===== src/hdl/obuhp_pkg.sv =====
// ----------------------------------------------------------------------------
// obuhp_pkg
// shared types and constants of the AV1 OBU header parser
// ----------------------------------------------------------------------------
package obuhp_pkg;

	localparam int unsigned COUNT_W = 32;
	localparam int unsigned ACC_W   = 56;
	localparam int unsigned OUT_W   = 88;

	localparam logic [3:0] OBU_SEQ_HDR   = 4'd1;
	localparam logic [3:0] OBU_TD        = 4'd2;
	localparam logic [3:0] OBU_FRAME_HDR = 4'd3;
	localparam logic [3:0] OBU_FRAME     = 4'd6;
	localparam logic [3:0] OBU_REDUNDANT = 4'd7;

	localparam logic [7:0] LEB_DATA_MASK = 8'h7F;
	localparam logic [7:0] KEY_NIB_MASK  = 8'hF0;
	localparam logic [7:0] KEY_NIB_VAL   = 8'h10;

	typedef struct packed {
		logic [COUNT_W-1:0] byte_count;
		logic [7:0]         hdr_byte;
		logic [7:0]         ext_byte;
		logic [ACC_W-1:0]   size_acc;
		logic [3:0]         size_seen;
		logic               size_done;
		logic               size_overlong;
		logic [3:0]         header_length;
		logic [7:0]         first_payload;
		logic               payload_seen;
	} obuhp_snap_t;

endpackage


===== src/hdl/obuhp_collect.sv =====
// ----------------------------------------------------------------------------
// obuhp_collect
// per-byte header, extension and leb128 size capture; snapshots on last beat
// ----------------------------------------------------------------------------
module obuhp_collect #(
	parameter int unsigned MAX_SIZE_BYTES = 8
) (
	input  logic                  clk,
	input  logic                  arst_n,
	input  logic                  beat_in,
	input  logic [7:0]            data_byte,
	input  logic                  last_byte,
	input  logic                  adv,
	output obuhp_pkg::obuhp_snap_t snap_s1,
	output logic                  valid_s1
);

	obuhp_pkg::obuhp_snap_t cur_q;
	obuhp_pkg::obuhp_snap_t nxt;

	always_comb begin
		logic ext;
		logic sized;
		logic at_hdr_end;
		ext        = cur_q.hdr_byte[2];
		sized      = cur_q.hdr_byte[1];
		at_hdr_end = (cur_q.byte_count == 32'(cur_q.header_length));
		nxt        = cur_q;
		if (cur_q.byte_count != '1) begin
			nxt.byte_count = cur_q.byte_count + 32'd1;
		end
		if (cur_q.byte_count == '0) begin
			nxt.hdr_byte      = data_byte;
			nxt.header_length = data_byte[2] ? 4'd2 : 4'd1;
		end else if (cur_q.byte_count == 32'd1 && ext) begin
			nxt.ext_byte = data_byte;
		end else if (sized && !cur_q.size_done) begin
			if (at_hdr_end && cur_q.size_seen < 4'(MAX_SIZE_BYTES)) begin
				nxt.size_acc = cur_q.size_acc |
					(56'(data_byte & obuhp_pkg::LEB_DATA_MASK)
					<< (6'(cur_q.size_seen[2:0]) * 6'd7));
				nxt.size_seen     = cur_q.size_seen + 4'd1;
				nxt.header_length = cur_q.header_length + 4'd1;
				if (!data_byte[7]) begin
					nxt.size_done = 1'b1;
				end else if (cur_q.size_seen + 4'd1 >= 4'(MAX_SIZE_BYTES)) begin
					nxt.size_done     = 1'b1;
					nxt.size_overlong = 1'b1;
				end
			end
		end else if (!cur_q.payload_seen && at_hdr_end) begin
			nxt.first_payload = data_byte;
			nxt.payload_seen  = 1'b1;
		end
	end

	always_ff @(posedge clk or negedge arst_n) begin
		if (!arst_n) begin
			cur_q    <= '0;
			valid_s1 <= 1'b0;
		end else begin
			if (beat_in) begin
				cur_q <= last_byte ? '0 : nxt;
			end
			if (beat_in && last_byte) begin
				valid_s1 <= 1'b1;
			end else if (adv) begin
				valid_s1 <= 1'b0;
			end
		end
	end

	always_ff @(posedge clk) begin
		if (beat_in && last_byte) begin
			snap_s1 <= nxt;
		end
	end

endmodule


===== src/hdl/obuhp_finish.sv =====
// ----------------------------------------------------------------------------
// obuhp_finish
// validity, sizes and keyframe verdict from a snapshot, into the output register
// ----------------------------------------------------------------------------
module obuhp_finish (
	input  logic                              clk,
	input  logic                              arst_n,
	input  logic                              valid_s1,
	input  obuhp_pkg::obuhp_snap_t            snap_s1,
	input  logic                              m_tready,
	output logic                              adv,
	output logic                              m_tvalid,
	output logic [obuhp_pkg::OUT_W-1:0]       m_tdata
);

	logic [obuhp_pkg::OUT_W-1:0] res;

	assign adv = valid_s1 && (!m_tvalid || m_tready);

	always_comb begin
		logic        ext;
		logic        sized;
		logic [3:0]  otype;
		logic [31:0] len;
		logic [31:0] hdr32;
		logic [55:0] pl;
		logic [56:0] need;
		logic        ok;
		logic        drop;
		logic        key;
		logic [31:0] total;
		ext   = snap_s1.hdr_byte[2];
		sized = snap_s1.hdr_byte[1];
		otype = snap_s1.hdr_byte[6:3];
		len   = snap_s1.byte_count;
		hdr32 = 32'(snap_s1.header_length);
		need  = 57'(snap_s1.size_acc) + 57'(snap_s1.header_length);
		pl    = sized ? snap_s1.size_acc : 56'(len - hdr32);
		ok    = (len >= hdr32) && (!sized || (snap_s1.size_done && !snap_s1.size_overlong
			&& 57'(len) >= need));
		drop  = (otype == obuhp_pkg::OBU_TD) && (pl != '0);
		if (drop) begin
			pl = '0;
		end
		total = pl[31:0] + hdr32;
		key   = 1'b0;
		if (!(ext && snap_s1.ext_byte[7:5] != 3'd0) && pl != '0 && snap_s1.payload_seen) begin
			if (otype == obuhp_pkg::OBU_SEQ_HDR && snap_s1.first_payload[3]) begin
				key = 1'b1;
			end
			if ((otype inside {obuhp_pkg::OBU_FRAME_HDR, obuhp_pkg::OBU_FRAME,
				obuhp_pkg::OBU_REDUNDANT}) && (snap_s1.first_payload
				& obuhp_pkg::KEY_NIB_MASK) == obuhp_pkg::KEY_NIB_VAL) begin
				key = 1'b1;
			end
		end
		res = '0;
		if (ok) begin
			res[0]     = 1'b1;
			res[4:1]   = otype;
			res[5]     = ext;
			res[6]     = sized;
			res[9:7]   = ext ? snap_s1.ext_byte[7:5] : 3'd0;
			res[11:10] = ext ? snap_s1.ext_byte[4:3] : 2'd0;
			res[15:12] = snap_s1.header_length;
			res[47:16] = pl[31:0];
			res[79:48] = total;
			res[80]    = key;
			res[81]    = drop;
		end
	end

	always_ff @(posedge clk or negedge arst_n) begin
		if (!arst_n) begin
			m_tvalid <= 1'b0;
		end else if (adv) begin
			m_tvalid <= 1'b1;
		end else if (m_tready) begin
			m_tvalid <= 1'b0;
		end
	end

	always_ff @(posedge clk) begin
		if (adv) begin
			m_tdata <= res;
		end
	end

endmodule


===== src/hdl/av1_obu_header_parser.sv =====
// ----------------------------------------------------------------------------
// av1_obu_header_parser
// parses one AV1 OBU buffer per frame of beats and reports header fields and sizes
// ----------------------------------------------------------------------------
// throughput: one beat per cycle unless stalled; buffers may follow back to back
// the working state updates in the beat's cycle; the result passes a snapshot
// stage and the output register
// reset clears the parse state and both valid flags; no clearing pass
module av1_obu_header_parser #(
	parameter int unsigned MAX_SIZE_BYTES = 8
) (
	input  logic        clk,
	input  logic        arst_n,
	input  logic        s_tvalid,
	output logic        s_tready,
	input  logic [7:0]  s_tdata,  // data_byte
	input  logic        s_tlast,  // last_byte
	output logic        m_tvalid,
	input  logic        m_tready,
	// valid_res, obu_type, has_extension, has_size_field, temporal layer,
	// spatial layer, header_size, payload_size, obu_size, keyframe,
	// delimiter_payload_dropped, zero fill
	output logic [obuhp_pkg::OUT_W-1:0] m_tdata
);

	obuhp_pkg::obuhp_snap_t snap_s1;
	logic                   valid_s1;
	logic                   adv;
	logic                   beat_in;

	assign s_tready = !valid_s1 || adv;
	assign beat_in  = s_tvalid && s_tready;

	obuhp_collect #(
		.MAX_SIZE_BYTES(MAX_SIZE_BYTES)
	) u_collect (
		.clk      (clk),
		.arst_n   (arst_n),
		.beat_in  (beat_in),
		.data_byte(s_tdata),
		.last_byte(s_tlast),
		.adv      (adv),
		.snap_s1  (snap_s1),
		.valid_s1 (valid_s1)
	);

	obuhp_finish u_finish (
		.clk     (clk),
		.arst_n  (arst_n),
		.valid_s1(valid_s1),
		.snap_s1 (snap_s1),
		.m_tready(m_tready),
		.adv     (adv),
		.m_tvalid(m_tvalid),
		.m_tdata (m_tdata)
	);

endmodule

===== config.mk =====
export PLATFORM = sky130hd
export DESIGN_NAME = av1_obu_header_parser
export DESIGN_NICKNAME = d
export VERILOG_FILES = /design/src/hdl/obuhp_pkg.sv /design/src/hdl/obuhp_collect.sv /design/src/hdl/obuhp_finish.sv /design/src/hdl/av1_obu_header_parser.sv
export SDC_FILE = /design/constraint.sdc
export NUM_CORES = 1
export LEC_CHECK = 0
export BUFFER_PORTS_ARGS = -buffer_cell sky130_fd_sc_hd__buf_2
export CORE_AREA = 2 2 189 191
export CTS_CLUSTER_SIZE = 12
export DETAILED_ROUTE_END_ITERATION = 8
export DIE_AREA = 0 0 191 193
export GPL_ROUTABILITY_DRIVEN = 0
export HOLD_SLACK_MARGIN = 0.12
export PLACE_DENSITY = 0.72
export SLEW_MARGIN = 20
export SYNTH_ARGS = -nofsm -noshare
export SYNTH_HDL_FRONTEND = slang
export SYNTH_HIERARCHICAL = 1
export SYNTH_SLANG_ARGS = --single-unit

===== constraint.sdc =====
create_clock -name clk -period 11 [get_ports clk]
set_input_delay 1.65 -clock clk [delete_from_list [all_inputs] [get_ports clk]]
set_output_delay 1.65 -clock clk [all_outputs]
set_load 0.03 [all_outputs]

---- After elaboration in Yosys (flattened, before gate mapping) ----
Index checks and enable logic that the tools add are counted.
Widths: inputs -> output; s select.
storage, ports and cells
  bits in registers ....................... 325
  input bits .............................. 13
operators by class
  multipliers ............................. 1
  reductions and logical operators ........ 38
  equal/unequal tests ..................... 11
  shift operators ......................... 1
  bitwise gates (word level) .............. 1
  add/sub/neg operators ................... 6
  order comparisons ....................... 4
  multiplexer cells ....................... 25
operator list
  cell                   number
  $mux 66                2
  $mux 123               1
  $mux 56                2
  $reduce_bool 56->1     2
  $mux 75                1
  $mux 70                1
  $add 56x4->57          1
  $ge 32x57->1           1
  $or 56x56->56          1
  $shl 7x6->56           1
  $sub 32x4->33          1
  $add 32x1->32 const B  1
  $add 32x4->32          1
  $eq 32x1->1 const B    1
  $eq 32x4->1            1
  $ge 32x4->1            1
  $logic_not 32->1       1
  $mux 32                1
  $ne 32x32->1 const B   1
  $mux 9                 3
  $logic_and 1x1->1      16
  $mux 8                 2
  $mux 1                 9
  $add 4x1->4 const B    2
  15 further kinds       33

---- Logic depth before layout (Yosys ltp) ----
  depth after elaboration ................. 9
  depth in mapped cells ................... 25
  gate-level depth less buffers ........... 23

---- Hierarchy ----
The synthesis kept the hierarchy.
modules (own cells, without submodules)
  module                 cells an instance  seq. area each (um2)  times used  area an instance (um2)
  obuhp_collect          983                6796.5                1           11395.9
  obuhp_finish           850                2487.4                1           7465.9
  av1_obu_header_parser  2                  0.0                   1           22.5

---- Least setup slack after synthesis ----
No wires, ideal clock.
  kind .................................... in2reg
  start point ............................. input m_tready
  end point ............................... register, netlist name u_collect/snap_s1[0]
  slack ................................... 1.970 ns
  stages .................................. 8
  data arrival time ....................... 8.495 ns
  cell sequence ........................... nand2b_1 > and2_1 > nand2b_4 > and2_4 > clkbuf_1 > nand2_1 > inv_1 > clkbuf_1
on the way
  cells in the longest elaborated chain, start to end .. 5
ends and longest elaborated chain
  what                RTL line                     source
  start: declaration  av1_obu_header_parser.sv:19  input logic m_tready,
  $logic_or 1x1->1    obuhp_finish.sv:18           assign adv = valid_s1 && (!m_tvalid || m_tready);
  $logic_and 1x1->1   obuhp_finish.sv:18
  named net adv       av1_obu_header_parser.sv:28  logic adv;
  $logic_or 1x1->1    av1_obu_header_parser.sv:31  assign s_tready = !valid_s1 || adv;
  named net s_tready  av1_obu_header_parser.sv:15  output logic s_tready,
  $logic_and 1x1->1   av1_obu_header_parser.sv:32  assign beat_in = s_tvalid && s_tready;
  named net beat_in   av1_obu_header_parser.sv:29  logic beat_in;
  $logic_and 1x1->1   obuhp_collect.sv:74          if (beat_in && last_byte) begin
The timed path passes the listed nets, and every way through them passes these cells.
A chain may end at the register's enable or synchronous reset.

---- Final worst setup path ----
  start point ............................. register, netlist name u_collect/snap_s1[9]
  end point ............................... register u_finish/m_tdata[60] (netlist name), data pin
on the way
  cells in the longest elaborated chain, start to end .. 6
  elaborated cells between the ends (all ways) .. 12
ends and longest elaborated chain
  what                    RTL line            source
  $sub 32x4->33           obuhp_finish.sv:38  pl = sized ? snap_s1.size_acc : 56'(len - hdr32);
  $mux 56                 obuhp_finish.sv:38
  $reduce_bool 56->1      obuhp_finish.sv:41  drop = (otype == obuhp_pkg::OBU_TD) && (pl != '0);
  $logic_and 1x1->1       obuhp_finish.sv:41
  $mux 56                 obuhp_finish.sv:42  if (drop) begin
  $add 32x4->32           obuhp_finish.sv:45  total = pl[31:0] + hdr32;
  end signal: assignment  obuhp_finish.sv:85  m_tdata <= res;
  end: declaration        obuhp_finish.sv:13  output logic [obuhp_pkg::OUT_W-1:0] m_tdata
Several ways; a longest one is shown, not always the timed one.

==> results.tsv <==
metric	value	unit
run_status	complete, no violations	
routed-via-count	14804	
timing.critical_path.to_type	register	
antenna_violating_nets_post_route	0	
grt_antenna_before_repair	0	
hold_path_startpoint	u_collect/cur_q[44]	
port_buffers	96	
path_max_fanout	19	
dp.final_hpwl	37100	um
register_cell_area_after_layout	0.00872	mm2
clock.fmax	0.155	GHz
final_hold_violation_count	0	
final.setup.tns	0	ns
leakage	8.05	nW
initial_core_util	51.8	%
cell_area_synth	0.0181	mm2
post-route-min-period	6.47	ns
layout.filler_cells	2935	
crit_path_frequent_cell	ha_1	
synth-warning-count	6	
syn_inst	1783	
cp_cell_sequence	ha_1 > fa_1 > nor2b_1 > o21a_1 > nor3_1 > o31ai_1 > nand4_1 > and4bb_1 > nand4_2 > and2_4 > nor2_1 > ha_1 > ha_1 > a21o_1 > a21oi_1 > nor2b_1 > or4_1 > or3_1 > a2111oi_0 > xor2_1 > nor2_1	
area_growth_syn_to_layout	10.3	%
route.final.wire_length	51100	um
vias_per_cell	6.39	
reg2reg_setup_slack	4.53	ns
fp.dieArea	0.0369	mm2
die_h	193	um
totalPowerFinal	0.00398	W
grt_first_pass_wirelength	78900	um
cells_on_worst_hold_path	2	
r2r_end	u_finish/m_tdata[60]	
worst_pin_slew	1.13	ns
die_x	191	um
cts_hold_buf	0	
finalSetupViolations	0	
post_cts_resize_count	0	
whs_endpoint	u_collect/cur_q[44]	
timing.rr.start	u_collect/snap_s1[9]	
firstDrtPassIters	5	
rsz0062_at_grt	false	
multi_input_gate_area	0.00877	mm2
ctsLongestPathBuffers	3	
final.setup_skew	0.0233	ns
route.detailed.drc	0	
grt_max_degree	85	
drv.max_cap_violation_count	0	
reg2reg_depth	21	
numCtsBuffers	35	
worst_ep_arrival_time	6.73	ns
postCtsSetupRepairBufs	0	
cts_tree	yes	
drive_above_1_share	12.7	%
cts-root-buf	clkbuf_16	
avgSynthCellArea	10.2	um2
cp.required	11.26	ns
nNetsFinal	1895	
drt_iter0_markers	1409	
irDropWorstVdd	0.225	mV
num_rows	69	
critical-path-max-stage-delay	0.75	ns
insertion_delay	0.54	ns
cts_sinks	310	
antenna_cells_inserted	0	
power_per_cell_area	199	mW/mm2
detail_route.wl_per_cell	22.0	um
critPathLaunchType	register	
report.final.slew_viol_count	0	
critical-path-slowest-cell	o31ai_1	
design.portCount	103	
clock_tree.htree_level_count	2	
max-slew-margin-rel	24.3	%
global_route.overflow_total	0	
grt_pass1_vias	13962	
worstSetupPathType	reg -> reg	
core_area	0.0350	mm2
cts.reportedPaths.clkPinSlew	0.06	ns
worst_min_delay_path_class	reg -> reg	
post-route-period-util	58.8	%
globalRouteTotalUtil	27.7	%
critical path: cells and delay by family (launching register included):
family                     cells  cell delay, ns
xor gates and xnor gates       1            0.21
and+or+nand+nor               11            2.51
AOI/OAI and AO/OA              5            1.96
DFF                            1            0.46
adders and majority gates      4            1.05
state kept, by name, indices dropped and copies added, names as in the netlist:
signal	flops
u_collect/cur_q	115
u_finish/m_tvalid	1
u_collect/snap_s1	111
u_finish/m_tdata	82
u_collect/valid_s1	1
cell usage in the layout (no fill, tap or decap), types with 12 or more instances in the layout:
cell and count:
mux2i_1 14, o21a_1 36, o31ai_1 19, clkbuf_16 38, a31oi_1 29, nor3_1 59
o21ai_0 42, ha_1 49, nor2_1 167, nand4_1 55, buf_4 18, xnor2_1 64
nand2_1 149, xor2_1 49, and4_1 19, or3_1 24, buf_2 95, and2_1 21
nand3_1 63, a21o_1 66, dfrtp_1 117, mux2_2 12, edfxtp_1 193, nand2b_1 23
nor2b_1 25, o21ai_1 12, a21oi_1 37, o2bb2ai_1 14, nor4_1 57, and3_1 26
inv_1 42
through the flow:
stage | hold WS, ns | area [um2] | utilization (%) | setup slack (ns) | cells
4_1_cts | 0.488 | 20000 | 57.1 | 4.60 | 2316
6_report | 0.487 | 20000 | 57.1 | 4.53 | 2317
3_5_place_dp | 0.475 | 18800 | 53.9 | 4.63 | 2254
3_3_place_gp | 0.464 | 18800 | 53.9 | 4.80 | 2254
2_1_floorplan | 0.452 | 18100 | - | 2.31 | 1788
5_1_grt | 0.509 | 20000 | 57.1 | 4.14 | 2317
routing by layer:
layer	wire length, um	vias up	track usage [%]	part of all wire, %
li1	-	6786	-	-
met1	21100	7145	36.8	41
met2	23300	750	44.0	46
met3	4440	123	5.29	8.7
met4	2200	0	13.2	4.3
met5	0	-	0	0
worst max-delay path by stage:
stage / from / end / slack [ns] / depth (start not counted)
2_1_floorplan: m_tready / u_collect/snap_s1[0] / 2.31 / 8
3_3_place_gp: u_collect/snap_s1[10] / u_finish/m_tdata[60] / 4.80 / 22
3_5_place_dp: u_collect/snap_s1[10] / u_finish/m_tdata[60] / 4.63 / 21
4_1_cts: u_collect/snap_s1[10] / u_finish/m_tdata[60] / 4.60 / 21
5_1_grt: u_collect/snap_s1[9] / u_finish/m_tdata[60] / 4.14 / 21
6_report: u_collect/snap_s1[9] / u_finish/m_tdata[60] / 4.53 / 21
power breakdown:
group	switching (W)	internal, W	total (W)
Clock	0.000471	0.000665	0.00114
Sequential	0.000195	0.00150	0.00170
Combinational	0.000790	0.000353	0.00114
Total	0.00146	0.00252	0.00398
area by class of cell:
class	count	area share, %
clock buffer	50	5.04
clock inverter	12	0.545
inverter	44	0.839
multi-input combinational	1326	43.9
sequential	310	43.7
tap	461	2.89
timing repair buffer	114	3.16
Power figures use the tool's default switching activity.
